<file path="config.mk">
export PLATFORM = sky130hd
export DESIGN_NAME = nfa_word_acceptor
export DESIGN_NICKNAME = d
export VERILOG_FILES = /design/src/hdl/nfa_pkg.sv /design/src/hdl/nfa_tables.sv /design/src/hdl/nfa_word_acceptor.sv
export SDC_FILE = /design/constraint.sdc
export NUM_CORES = 2
export LEC_CHECK = 0
export BUFFER_PORTS_ARGS = -buffer_cell sky130_fd_sc_hd__buf_2
export CORE_ASPECT_RATIO = 1.4
export CORE_MARGIN = 5
export CORE_UTILIZATION = 52
export CTS_BUF_LIST = sky130_fd_sc_hd__clkbuf_4 sky130_fd_sc_hd__clkbuf_8 sky130_fd_sc_hd__clkbuf_16
export DETAILED_ROUTE_END_ITERATION = 8
export PLACE_DENSITY_LB_ADDON = 0.08
export SLEW_MARGIN = 20
export SYNTH_ARGS = -nofsm -noshare
export SYNTH_HDL_FRONTEND = slang
export SYNTH_MEMORY_MAX_BITS = 65536
export SYNTH_SLANG_ARGS = --single-unit
</file>
<file path="constraint.sdc">
create_clock -name clk -period 7.3 [get_ports clk]
set_clock_uncertainty 0.05 [all_clocks]
set_input_delay 1.46 -clock clk [delete_from_list [all_inputs] [get_ports clk]]
set_output_delay 1.46 -clock clk [all_outputs]
set_load 0.005 [all_outputs]
</file>
<file path="src/hdl/nfa_pkg.sv">
// Shared types and constants for the NFA word acceptor.
package nfa_pkg;

  localparam int STATE_W = 5;
  localparam int SYM_W   = 8;
  localparam int IDX_W   = 8;
  localparam int FUNC_W  = 2;

  localparam logic [FUNC_W-1:0] FN_LOAD_TRANS = 2'd0;
  localparam logic [FUNC_W-1:0] FN_LOAD_ALPHA = 2'd1;
  localparam logic [FUNC_W-1:0] FN_SYMBOL     = 2'd2;

  localparam int CFG_IDX_W  = 2;
  localparam int CFG_DATA_W = 32;
  localparam logic [CFG_IDX_W-1:0] CFG_INITIAL_STATE    = 2'd0;
  localparam logic [CFG_IDX_W-1:0] CFG_FINAL_MASK       = 2'd1;
  localparam logic [CFG_IDX_W-1:0] CFG_TRANSITION_COUNT = 2'd2;
  localparam logic [CFG_IDX_W-1:0] CFG_ALPHABET_SIZE    = 2'd3;

  localparam int TCNT_CFG_W = 9;
  localparam int ASIZE_CFG_W = 6;

  localparam int IN_TDATA_W  = 32;
  localparam int OUT_TDATA_W = 8;

  typedef struct packed {
    logic [STATE_W-1:0] from_state;
    logic [SYM_W-1:0]   symbol;
    logic [STATE_W-1:0] to_state;
  } trans_t;

  typedef enum logic [1:0] {
    ST_IDLE,
    ST_SCAN,
    ST_DRAIN,
    ST_DONE
  } fsm_t;

endpackage

</file>
<file path="src/hdl/nfa_tables.sv">
// Transition and alphabet memories, one write and one registered read port each.
module nfa_tables #(
  parameter int MAX_TRANSITIONS = 256,
  parameter int MAX_SYMBOLS     = 32,
  localparam int TIDX_W = (MAX_TRANSITIONS > 1) ? $clog2(MAX_TRANSITIONS) : 1,
  localparam int SIDX_W = (MAX_SYMBOLS > 1) ? $clog2(MAX_SYMBOLS) : 1
) (
  input  logic                      clk,
  input  logic                      t_we,
  input  logic [TIDX_W-1:0]         t_waddr,
  input  nfa_pkg::trans_t           t_wdata,
  input  logic [TIDX_W-1:0]         t_raddr,
  output nfa_pkg::trans_t           t_rdata,
  input  logic                      a_we,
  input  logic [SIDX_W-1:0]         a_waddr,
  input  logic [nfa_pkg::SYM_W-1:0] a_wdata,
  input  logic [SIDX_W-1:0]         a_raddr,
  output logic [nfa_pkg::SYM_W-1:0] a_rdata
);
  import nfa_pkg::*;

  trans_t           tmem [MAX_TRANSITIONS];
  logic [SYM_W-1:0] amem [MAX_SYMBOLS];

  always_ff @(posedge clk) begin
    if (t_we) begin
      tmem[t_waddr] <= t_wdata;
    end
    t_rdata <= tmem[t_raddr];
  end

  always_ff @(posedge clk) begin
    if (a_we) begin
      amem[a_waddr] <= a_wdata;
    end
    a_rdata <= amem[a_raddr];
  end

endmodule

</file>
<file path="src/hdl/nfa_word_acceptor.sv">
// Top level of the NFA word acceptor: sequencer, active set and result register.
//
//  channel  dir  signals                                  transaction
//  in_      in   in_tvalid/in_tready/in_tdata/in_tuser/   one load or word symbol
//                in_tlast
//  out_     out  out_tvalid/out_tready/out_tdata          one word verdict
//  cfg_     in   cfg_we/cfg_index/cfg_wdata               one register write
//
// Loads and func 3 are taken while idle. A word symbol runs a table scan over
// max(na, nt) entries, na and nt being the alphabet size and transition count in use;
// the scan reads one alphabet and one transition entry per cycle from the memories, and
// a drain step updates the active set. A symbol of a stopped word skips the scan. Reset
// is synchronous and needs no clearing pass. The verdict waits in an output register;
// a stalled output only holds the sequencer on a last symbol while the register is full.
module nfa_word_acceptor #(
  parameter int NUM_STATES      = 32,
  parameter int MAX_TRANSITIONS = 256,
  parameter int MAX_SYMBOLS     = 32
) (
  input  logic                           clk,
  input  logic                           rst_n,
  input  logic                           in_tvalid,
  output logic                           in_tready,
  // entry_index[7:0], from_state[12:8], to_state[17:13], symbol[25:18], zero[31:26]
  input  logic [nfa_pkg::IN_TDATA_W-1:0] in_tdata,
  // func[1:0]
  input  logic [nfa_pkg::FUNC_W-1:0]     in_tuser,
  input  logic                           in_tlast,
  output logic                           out_tvalid,
  input  logic                           out_tready,
  // accepted[0], bad_letter[1], zero[7:2]
  output logic [nfa_pkg::OUT_TDATA_W-1:0] out_tdata,
  input  logic                           cfg_we,
  input  logic [nfa_pkg::CFG_IDX_W-1:0]  cfg_index,
  input  logic [nfa_pkg::CFG_DATA_W-1:0] cfg_wdata
);
  import nfa_pkg::*;

  localparam int TIDX_W = (MAX_TRANSITIONS > 1) ? $clog2(MAX_TRANSITIONS) : 1;
  localparam int SIDX_W = (MAX_SYMBOLS > 1) ? $clog2(MAX_SYMBOLS) : 1;
  localparam int LMAX   = (MAX_TRANSITIONS > MAX_SYMBOLS) ? MAX_TRANSITIONS : MAX_SYMBOLS;
  localparam int CNT_W  = $clog2(LMAX + 1);

  function automatic logic [NUM_STATES-1:0] st_bit(input logic [STATE_W-1:0] s);
    logic [NUM_STATES-1:0] b;
    for (int i = 0; i < NUM_STATES; i++) begin
      b[i] = ({1'b0, s} == (STATE_W+1)'(i));
    end
    return b;
  endfunction

  // input fields
  logic [IDX_W-1:0]   in_idx;
  logic [STATE_W-1:0] in_from;
  logic [STATE_W-1:0] in_to;
  logic [SYM_W-1:0]   in_sym;
  assign in_idx  = in_tdata[7:0];
  assign in_from = in_tdata[12:8];
  assign in_to   = in_tdata[17:13];
  assign in_sym  = in_tdata[25:18];

  // configuration
  logic [STATE_W-1:0]     init_r;
  logic [CFG_DATA_W-1:0]  fmask_r;
  logic [TCNT_CFG_W-1:0]  tcnt_r;
  logic [ASIZE_CFG_W-1:0] asize_r;

  always_ff @(posedge clk) begin
    if (!rst_n) begin
      init_r  <= '0;
      fmask_r <= '0;
      tcnt_r  <= '0;
      asize_r <= '0;
    end else if (cfg_we) begin
      unique case (cfg_index)
        CFG_INITIAL_STATE:    init_r  <= cfg_wdata[STATE_W-1:0];
        CFG_FINAL_MASK:       fmask_r <= cfg_wdata;
        CFG_TRANSITION_COUNT: tcnt_r  <= cfg_wdata[TCNT_CFG_W-1:0];
        CFG_ALPHABET_SIZE:    asize_r <= cfg_wdata[ASIZE_CFG_W-1:0];
        default: ;
      endcase
    end
  end

  logic [CNT_W-1:0] nt;
  logic [CNT_W-1:0] na;
  logic [CNT_W-1:0] len;
  assign nt  = (32'(tcnt_r) > MAX_TRANSITIONS) ? CNT_W'(MAX_TRANSITIONS) : CNT_W'(tcnt_r);
  assign na  = (32'(asize_r) > MAX_SYMBOLS) ? CNT_W'(MAX_SYMBOLS) : CNT_W'(asize_r);
  assign len = (nt > na) ? nt : na;

  // sequencer state
  fsm_t                  state_r, state_nxt;
  logic [CNT_W-1:0]      cnt_r;
  logic [SYM_W-1:0]      sym_r;
  logic                  last_r;
  logic [NUM_STATES-1:0] active_r;
  logic                  stopped_r;
  logic                  mid_r;
  logic                  known_r;
  logic [NUM_STATES-1:0] next_r;
  logic                  rd_a_r;
  logic                  rd_t_r;
  logic                  out_valid_r;
  logic                  out_acc_r;
  logic                  out_bad_r;

  logic                  acc_in;
  logic                  acc_word;
  logic                  eff_stopped;
  logic                  scan_end;
  logic                  out_free;
  logic                  issue;
  logic                  emit;

  trans_t                t_rdata;
  logic [SYM_W-1:0]      a_rdata;
  trans_t                t_wdata;
  logic                  t_we;
  logic                  a_we;

  logic                  hit_a;
  logic [NUM_STATES-1:0] tgt;
  logic                  known_fin;
  logic [NUM_STATES-1:0] next_fin;
  logic [NUM_STATES-1:0] fmask_st;

  assign acc_in      = in_tvalid && in_tready;
  assign acc_word    = acc_in && (in_tuser == FN_SYMBOL);
  assign eff_stopped = mid_r && stopped_r;
  assign scan_end    = ((CNT_W+1)'(cnt_r) + (CNT_W+1)'(1)) >= (CNT_W+1)'(len);
  assign out_free    = !out_valid_r || out_tready;

  always_comb begin
    state_nxt = state_r;
    unique case (state_r)
      ST_IDLE: begin
        if (acc_word) begin
          if (eff_stopped) begin
            state_nxt = in_tlast ? ST_DONE : ST_IDLE;
          end else begin
            state_nxt = (len == '0) ? ST_DRAIN : ST_SCAN;
          end
        end
      end
      ST_SCAN: begin
        if (scan_end) begin
          state_nxt = ST_DRAIN;
        end
      end
      ST_DRAIN: state_nxt = last_r ? ST_DONE : ST_IDLE;
      ST_DONE: begin
        if (out_free) begin
          state_nxt = ST_IDLE;
        end
      end
      default: state_nxt = ST_IDLE;
    endcase
  end

  always_comb begin
    in_tready = (state_r == ST_IDLE);
    issue     = (state_r == ST_SCAN);
    emit      = (state_r == ST_DONE) && out_free;
  end

  // table writes
  assign t_wdata.from_state = in_from;
  assign t_wdata.symbol     = in_sym;
  assign t_wdata.to_state   = in_to;
  assign t_we = acc_in && (in_tuser == FN_LOAD_TRANS) && (32'(in_idx) < MAX_TRANSITIONS);
  assign a_we = acc_in && (in_tuser == FN_LOAD_ALPHA) && (32'(in_idx) < MAX_SYMBOLS);

  nfa_tables #(
    .MAX_TRANSITIONS(MAX_TRANSITIONS),
    .MAX_SYMBOLS    (MAX_SYMBOLS)
  ) u_tables (
    .clk    (clk),
    .t_we   (t_we),
    .t_waddr(TIDX_W'(in_idx)),
    .t_wdata(t_wdata),
    .t_raddr(cnt_r[TIDX_W-1:0]),
    .t_rdata(t_rdata),
    .a_we   (a_we),
    .a_waddr(SIDX_W'(in_idx)),
    .a_wdata(in_sym),
    .a_raddr(cnt_r[SIDX_W-1:0]),
    .a_rdata(a_rdata)
  );

  // match logic on the entries read last cycle
  assign hit_a = rd_a_r && (a_rdata == sym_r);
  assign tgt   = (rd_t_r && (t_rdata.symbol == sym_r) &&
                  |(active_r & st_bit(t_rdata.from_state))) ?
                 st_bit(t_rdata.to_state) : '0;
  assign known_fin = known_r | hit_a;
  assign next_fin  = next_r | tgt;
  assign fmask_st  = NUM_STATES'(fmask_r);

  always_ff @(posedge clk) begin
    if (!rst_n) begin
      state_r     <= ST_IDLE;
      mid_r       <= 1'b0;
      stopped_r   <= 1'b0;
      active_r    <= st_bit('0);
      rd_a_r      <= 1'b0;
      rd_t_r      <= 1'b0;
      out_valid_r <= 1'b0;
    end else begin
      state_r <= state_nxt;
      rd_a_r  <= issue && (cnt_r < na);
      rd_t_r  <= issue && (cnt_r < nt);
      if (acc_word && !mid_r) begin
        active_r  <= st_bit(init_r);
        stopped_r <= 1'b0;
        mid_r     <= 1'b1;
      end else if (state_r == ST_DRAIN) begin
        if (known_fin) begin
          active_r <= next_fin;
        end
        stopped_r <= !known_fin;
      end else if (emit) begin
        active_r  <= st_bit(init_r);
        stopped_r <= 1'b0;
        mid_r     <= 1'b0;
      end
      if (emit) begin
        out_valid_r <= 1'b1;
      end else if (out_tready) begin
        out_valid_r <= 1'b0;
      end
    end
  end

  always_ff @(posedge clk) begin
    if (acc_word) begin
      sym_r   <= in_sym;
      last_r  <= in_tlast;
      cnt_r   <= '0;
      known_r <= 1'b0;
      next_r  <= '0;
    end else begin
      if (issue) begin
        cnt_r <= cnt_r + CNT_W'(1);
      end
      known_r <= known_fin;
      next_r  <= next_fin;
    end
    if (emit) begin
      out_acc_r <= |(active_r & fmask_st);
      out_bad_r <= stopped_r;
    end
  end

  assign out_tvalid = out_valid_r;
  assign out_tdata  = {6'b0, out_bad_r, out_acc_r};

endmodule
</file>
# == Word level (Yosys, flattened, before mapping) ==
# Memory sizes are Yosys's and may differ from the RTL's. A register that Yosys moved wholly into a read port is not among the register bits.
# Cells that the tools add are included.
# op_classes
n_div,0
bitwise_logic,5
n_reduce_logical,38
multipliers,0
magnitude_cmp,7
eq_ne,108
shift,0
n_mux,26
add_sub_neg,2
# op_table
op,count
$eq 5x5->1 const B,48
$mux 32,5
$eq 5x4->1 const B,24
$and 32x32->32,2
$reduce_or 32->1,2
$eq 5x3->1 const B,12
$or 32x32->32,1
$eq 5x2->1 const B,6
$mux 9,2
$eq 8x8->1,2
$eq 5x1->1 const B,3
$logic_not 5->1,3
$mux 2,7
$logic_and 1x1->1,13
$reduce_and 2->1,6
$add 9x1->10 const B,1
$eq 2x2->1 const B,5
$ge 10x9->1,1
$mux 1,10
$add 9x1->9 const B,1
$gt 9x6->1,1
$gt 9x9->1 const B,1
$logic_not 9->1,1
$lt 9x6->1,1
other kinds (18),28
# totals
reg_bits,144
mem_bits_ro,0
memories,2
latchBits,0
out_inout_bits,10
mem_bits_rw,4864
# memory_table
name,words,width,read_ports,rd_clocked_by_memory_dff,wr,line,text
u_tables.tmem,256,18,1,1,1,nfa_tables.sv:22,trans_t tmem [MAX_TRANSITIONS];
u_tables.amem,32,8,1,1,1,nfa_tables.sv:23,logic [SYM_W-1:0] amem [MAX_SYMBOLS];

# == Depth between registers and ports, before layout ==
# logic_depth
ltp_word,9
depth_mapped,17
depth_no_buf,17

# == Cells and area by module ==
# Synthesis repeated with hierarchy kept, for this count alone.
# unflattened
cells_unflattened,9510
hier_area_um2,196078.1
# modules_own_cells
module,area_each_um2,instances,cells_per_inst
nfa_tables,187863.9,1,8496
nfa_word_acceptor,8214.1,1,1014

# == Worst setup path before layout ==
# Ideal clock, no wire load.
# synth_timing
kind,input to register
startpoint,input port in_tvalid
endpoint,memory u_tables.tmem[118][0] (netlist bit) (enable)
stages,6
path_slack_ps,3413
n_path_buf,1
setup_time_ps,393
t_arrival_ps,3445
path_cell_list,nand2_1 or3_1 nor3b_1 nand3_1 clkbuf_1 nor2_1
# synth_via
elab_chain_len,4
# synth_lines
element,line,text
"start, declared",nfa_word_acceptor.sv:22,"input logic in_tvalid,"
$logic_and 1x1->1,nfa_word_acceptor.sv:128,assign acc_in = in_tvalid && in_tready;
$logic_and 1x1->1,nfa_word_acceptor.sv:171,assign t_we = acc_in && (in_tuser == FN_LOAD_TRANS) && (32'(in_idx) < MAX_TRANSITIONS);
$mux 1,nfa_tables.sv:26,if (t_we) begin
$mux 1 (not written as such),nfa_tables.sv:27,tmem[t_waddr] <= t_wdata;
"end, declared",nfa_tables.sv:22,
# No other way between the ends.

==> results.cfg <==
[outcome]
run_status = complete, no violations

[sta]
hold_viol_final = 0
worst_pin_slew_ns = 1.41
min_period_over_period_pct = 67.2
fmax_mhz = 204
setup_tns_ns = 0
drv_slew = 0
setup_viol = 0
grt_setup_unrepaired = no
layout_setup_ws_ns = 2.39
relSlewSlack_pct = 5.78
period_minus_slack_ns = 4.91

[die]
die_y_um = 731
initial_utilization_pct = 52.2
die-area_um2 = 384000
die_x_um = 525
coreArea_um2 = 370000
rows = 264
io_pins = 84

[clocking]
clk_pin_slew_worst_paths_ns = 0.07
post_cts_resized = 0
cts-hold-fix-buffers = 0
cts_tree = built
cts.path.max_buffers = 4
cts_buffers = 463
htree_levels = 5
cts-root-buf = clkbuf_16
cts_sinks = 5034
clk_latency_ns = 1.01
post_cts_buffers = 0

[global_routing]
grt_pass1_wl_um = 708000
grt_pass1_vias = 96211
overflow = 0
grt_start_max_net_pins = 189
antenna_found_initial = 24
track_usage_pct = 25.5

[synth]
synth.top_cell.area_share_pct = 75.8
yosysTopAreaCell = edfxtp_1
synth-seq-area-share_pct = 77.5
yosys_warnings = 0
avgSynthCellArea_um2 = 20.8
syn-cell-area_um2 = 193000
synthCells = 9297
ys.flop_type = edfxtp_1
synthTopCellsByArea = edfxtp_1 (76%), mux4_2 (11%), mux2i_1 (3.4%)
async_flop_share_pct = 0
synth.distinct_cells = 62
synth-seq-cells = 5034
synth_edf_count = 4875

[routing]
drtPass1Iterations = 5
drt_iter0_markers = 8894
vias_per_cell = 6.28
drc_errors = 0
num_vias = 93736
wirelength_um = 497000
final_antenna_net_count = 0
wl_per_cell_um = 33.3

[layout]
utilization_pct = 58.6
multiInputGateArea_um2 = 41900
nets = 9701
drive_gt1_share_pct = 24.2
fillers = 26695
synthToLayoutAreaGrowth_pct = 12.2
final_cell_count_no_fill = 14915
seqCellArea_um2 = 150000

[placed_design]
pre_cts_slack_ns = 1.98
gp_congestion = 0.881
dp_cells = 14052
io_buffers = 71
dpl.hpwl_um = 294000

[power_and_ir_drop]
peakVddDrop_v = 0.000226
p_per_area_nw_per_um2 = 306
leakagePower_nw = 66.1

[flow_run]
maxCapViolCount = 0

[critical_path]
required_ns = 8.07
cp_max_fo = 47
end_kind = flip-flop
worst_ep_arrival_time_ns = 5.68
crit_type = reg2reg
setup.worst_path.start_class = flip-flop

[min_path]
min_path_type = reg2reg
-- synthesized netlist by cell type, types with 30 or more instances --
cell         n
a22oi_1    156
nor2_1     386
a21boi_0    42
mux4_2     980
a21oi_1    163
buf_2      145
nor3_1     129
dfxtp_1    159
nand3_1     74
nand2_1    162
buf_4       81
mux2i_1    649
nor4_1      81
buf_1       50
a22o_1     110
nor2b_1     32
clkbuf_1   266
o22ai_1    308
nand4_1     54
o221ai_1    32
o21ai_0     30
a221oi_1    56
edfxtp_1  4875
-- flip-flops by register name, summed over array words and instances, names as in the netlist, 2 cells and up --
name	cells
tcnt_r	9
u_tables.t_rdata	18
next_r	32
state_r	2
asize_r	6
fmask_r	32
cnt_r	9
active_r	32
u_tables.tmem	4608
sym_r	8
u_tables.amem	256
u_tables.a_rdata	8
init_r	5
-- per-layer routing --
metal	up-vias	wire length, um	global-route usage, %
li1	39519	-	-
met1	50258	192000	33.6
met2	3219	253000	43.4
met3	732	29600	3.78
met4	8	22400	10.2
met5	-	47	0
-- stage by stage --
stage                     area [um^2]  total power (W)  hold slack, ns
after floorplan                193000           0.0392           0.376
after CTS                      216000           0.0667           0.404
final                          217000           0.0662           0.406
after detailed placement       201000           0.0424           0.395
after global placement         201000           0.0423           0.396
after global routing           217000           0.0683           0.426
-- critical path, cell delays in order, from the launching register on --
cell and delay [ns]:
dfxtp_4 0.98, buf_4 0.60, buf_4 0.79, mux4_2 0.60
a22o_1 0.24, nor4_1 0.75, a21oi_1 0.08, nand4_1 0.41
a211oi_1 0.09
-- worst paths after layout --
check | slack (ns) | start | cells after the start | to
max | 2.39 | cnt_r[0] | 8 | u_tables.t_rdata[16]
min | 0.41 | next_r[6] | 2 | next_r[6]
max reg2reg | 2.39 | cnt_r[0] | 8 | u_tables.t_rdata[16]
min reg2reg | 0.41 | next_r[6] | 2 | next_r[6]
-- cell families (layout without fill, tap and decap cells) --
| logic type | Yosys count | count (layout) | synth area share, % |
|---|---|---|---|
| AOI/OAI and AO/OA | 988 | 988 | 3.54 |
| xor gates and xnor gates | 29 | 29 | 0.132 |
| adders and majority gates | 29 | 29 | 0.188 |
| buffers and inverters | 581 | 1261 | 1.42 |
| DFF | 5034 | 5034 | 77.5 |
| muxes | 1642 | 1642 | 14.9 |
| other | 1 | 18 | 0.00194 |
| and+or+nand+nor | 993 | 993 | 2.40 |
-- layout make-up --
cell class | count | area share [%]
Sequential cell | 5034 | 69.1
Multi-Input combinational cell | 3687 | 19.4
Clock buffer | 592 | 5.87
Tap cell | 4921 | 2.84
Timing Repair Buffer | 384 | 1.58
Clock inverter | 257 | 1.22
Inverter | 28 | 0.0485
Antenna cell | 12 | 0.0139
-- cells in the final DEF (no fill, tap or decap), types with 67 or more instances in the layout --
master and count:
a21oi_1 159, a22o_1 110, a22oi_1 156, buf_4 270
clkbuf_16 469, clkbuf_4 113, clkinv_1 92, clkinv_2 83
dfxtp_1 153, edfxtp_1 4875, mux2i_1 649, mux4_2 980
nand2_1 145, nand3_1 67, nor2_1 160, nor2_2 158
nor2_4 68, nor3_1 127, nor4_1 78, o22ai_1 308
-- power by group --
group	internal (W)	switching [W]	leakage [nW]
Combinational	0.00425	0.00525	13.3
Clock	0.0141	0.0105	7.68
Sequential	0.0318	0.000389	45.1
Note: power is estimated with default switching activity, not from simulation.
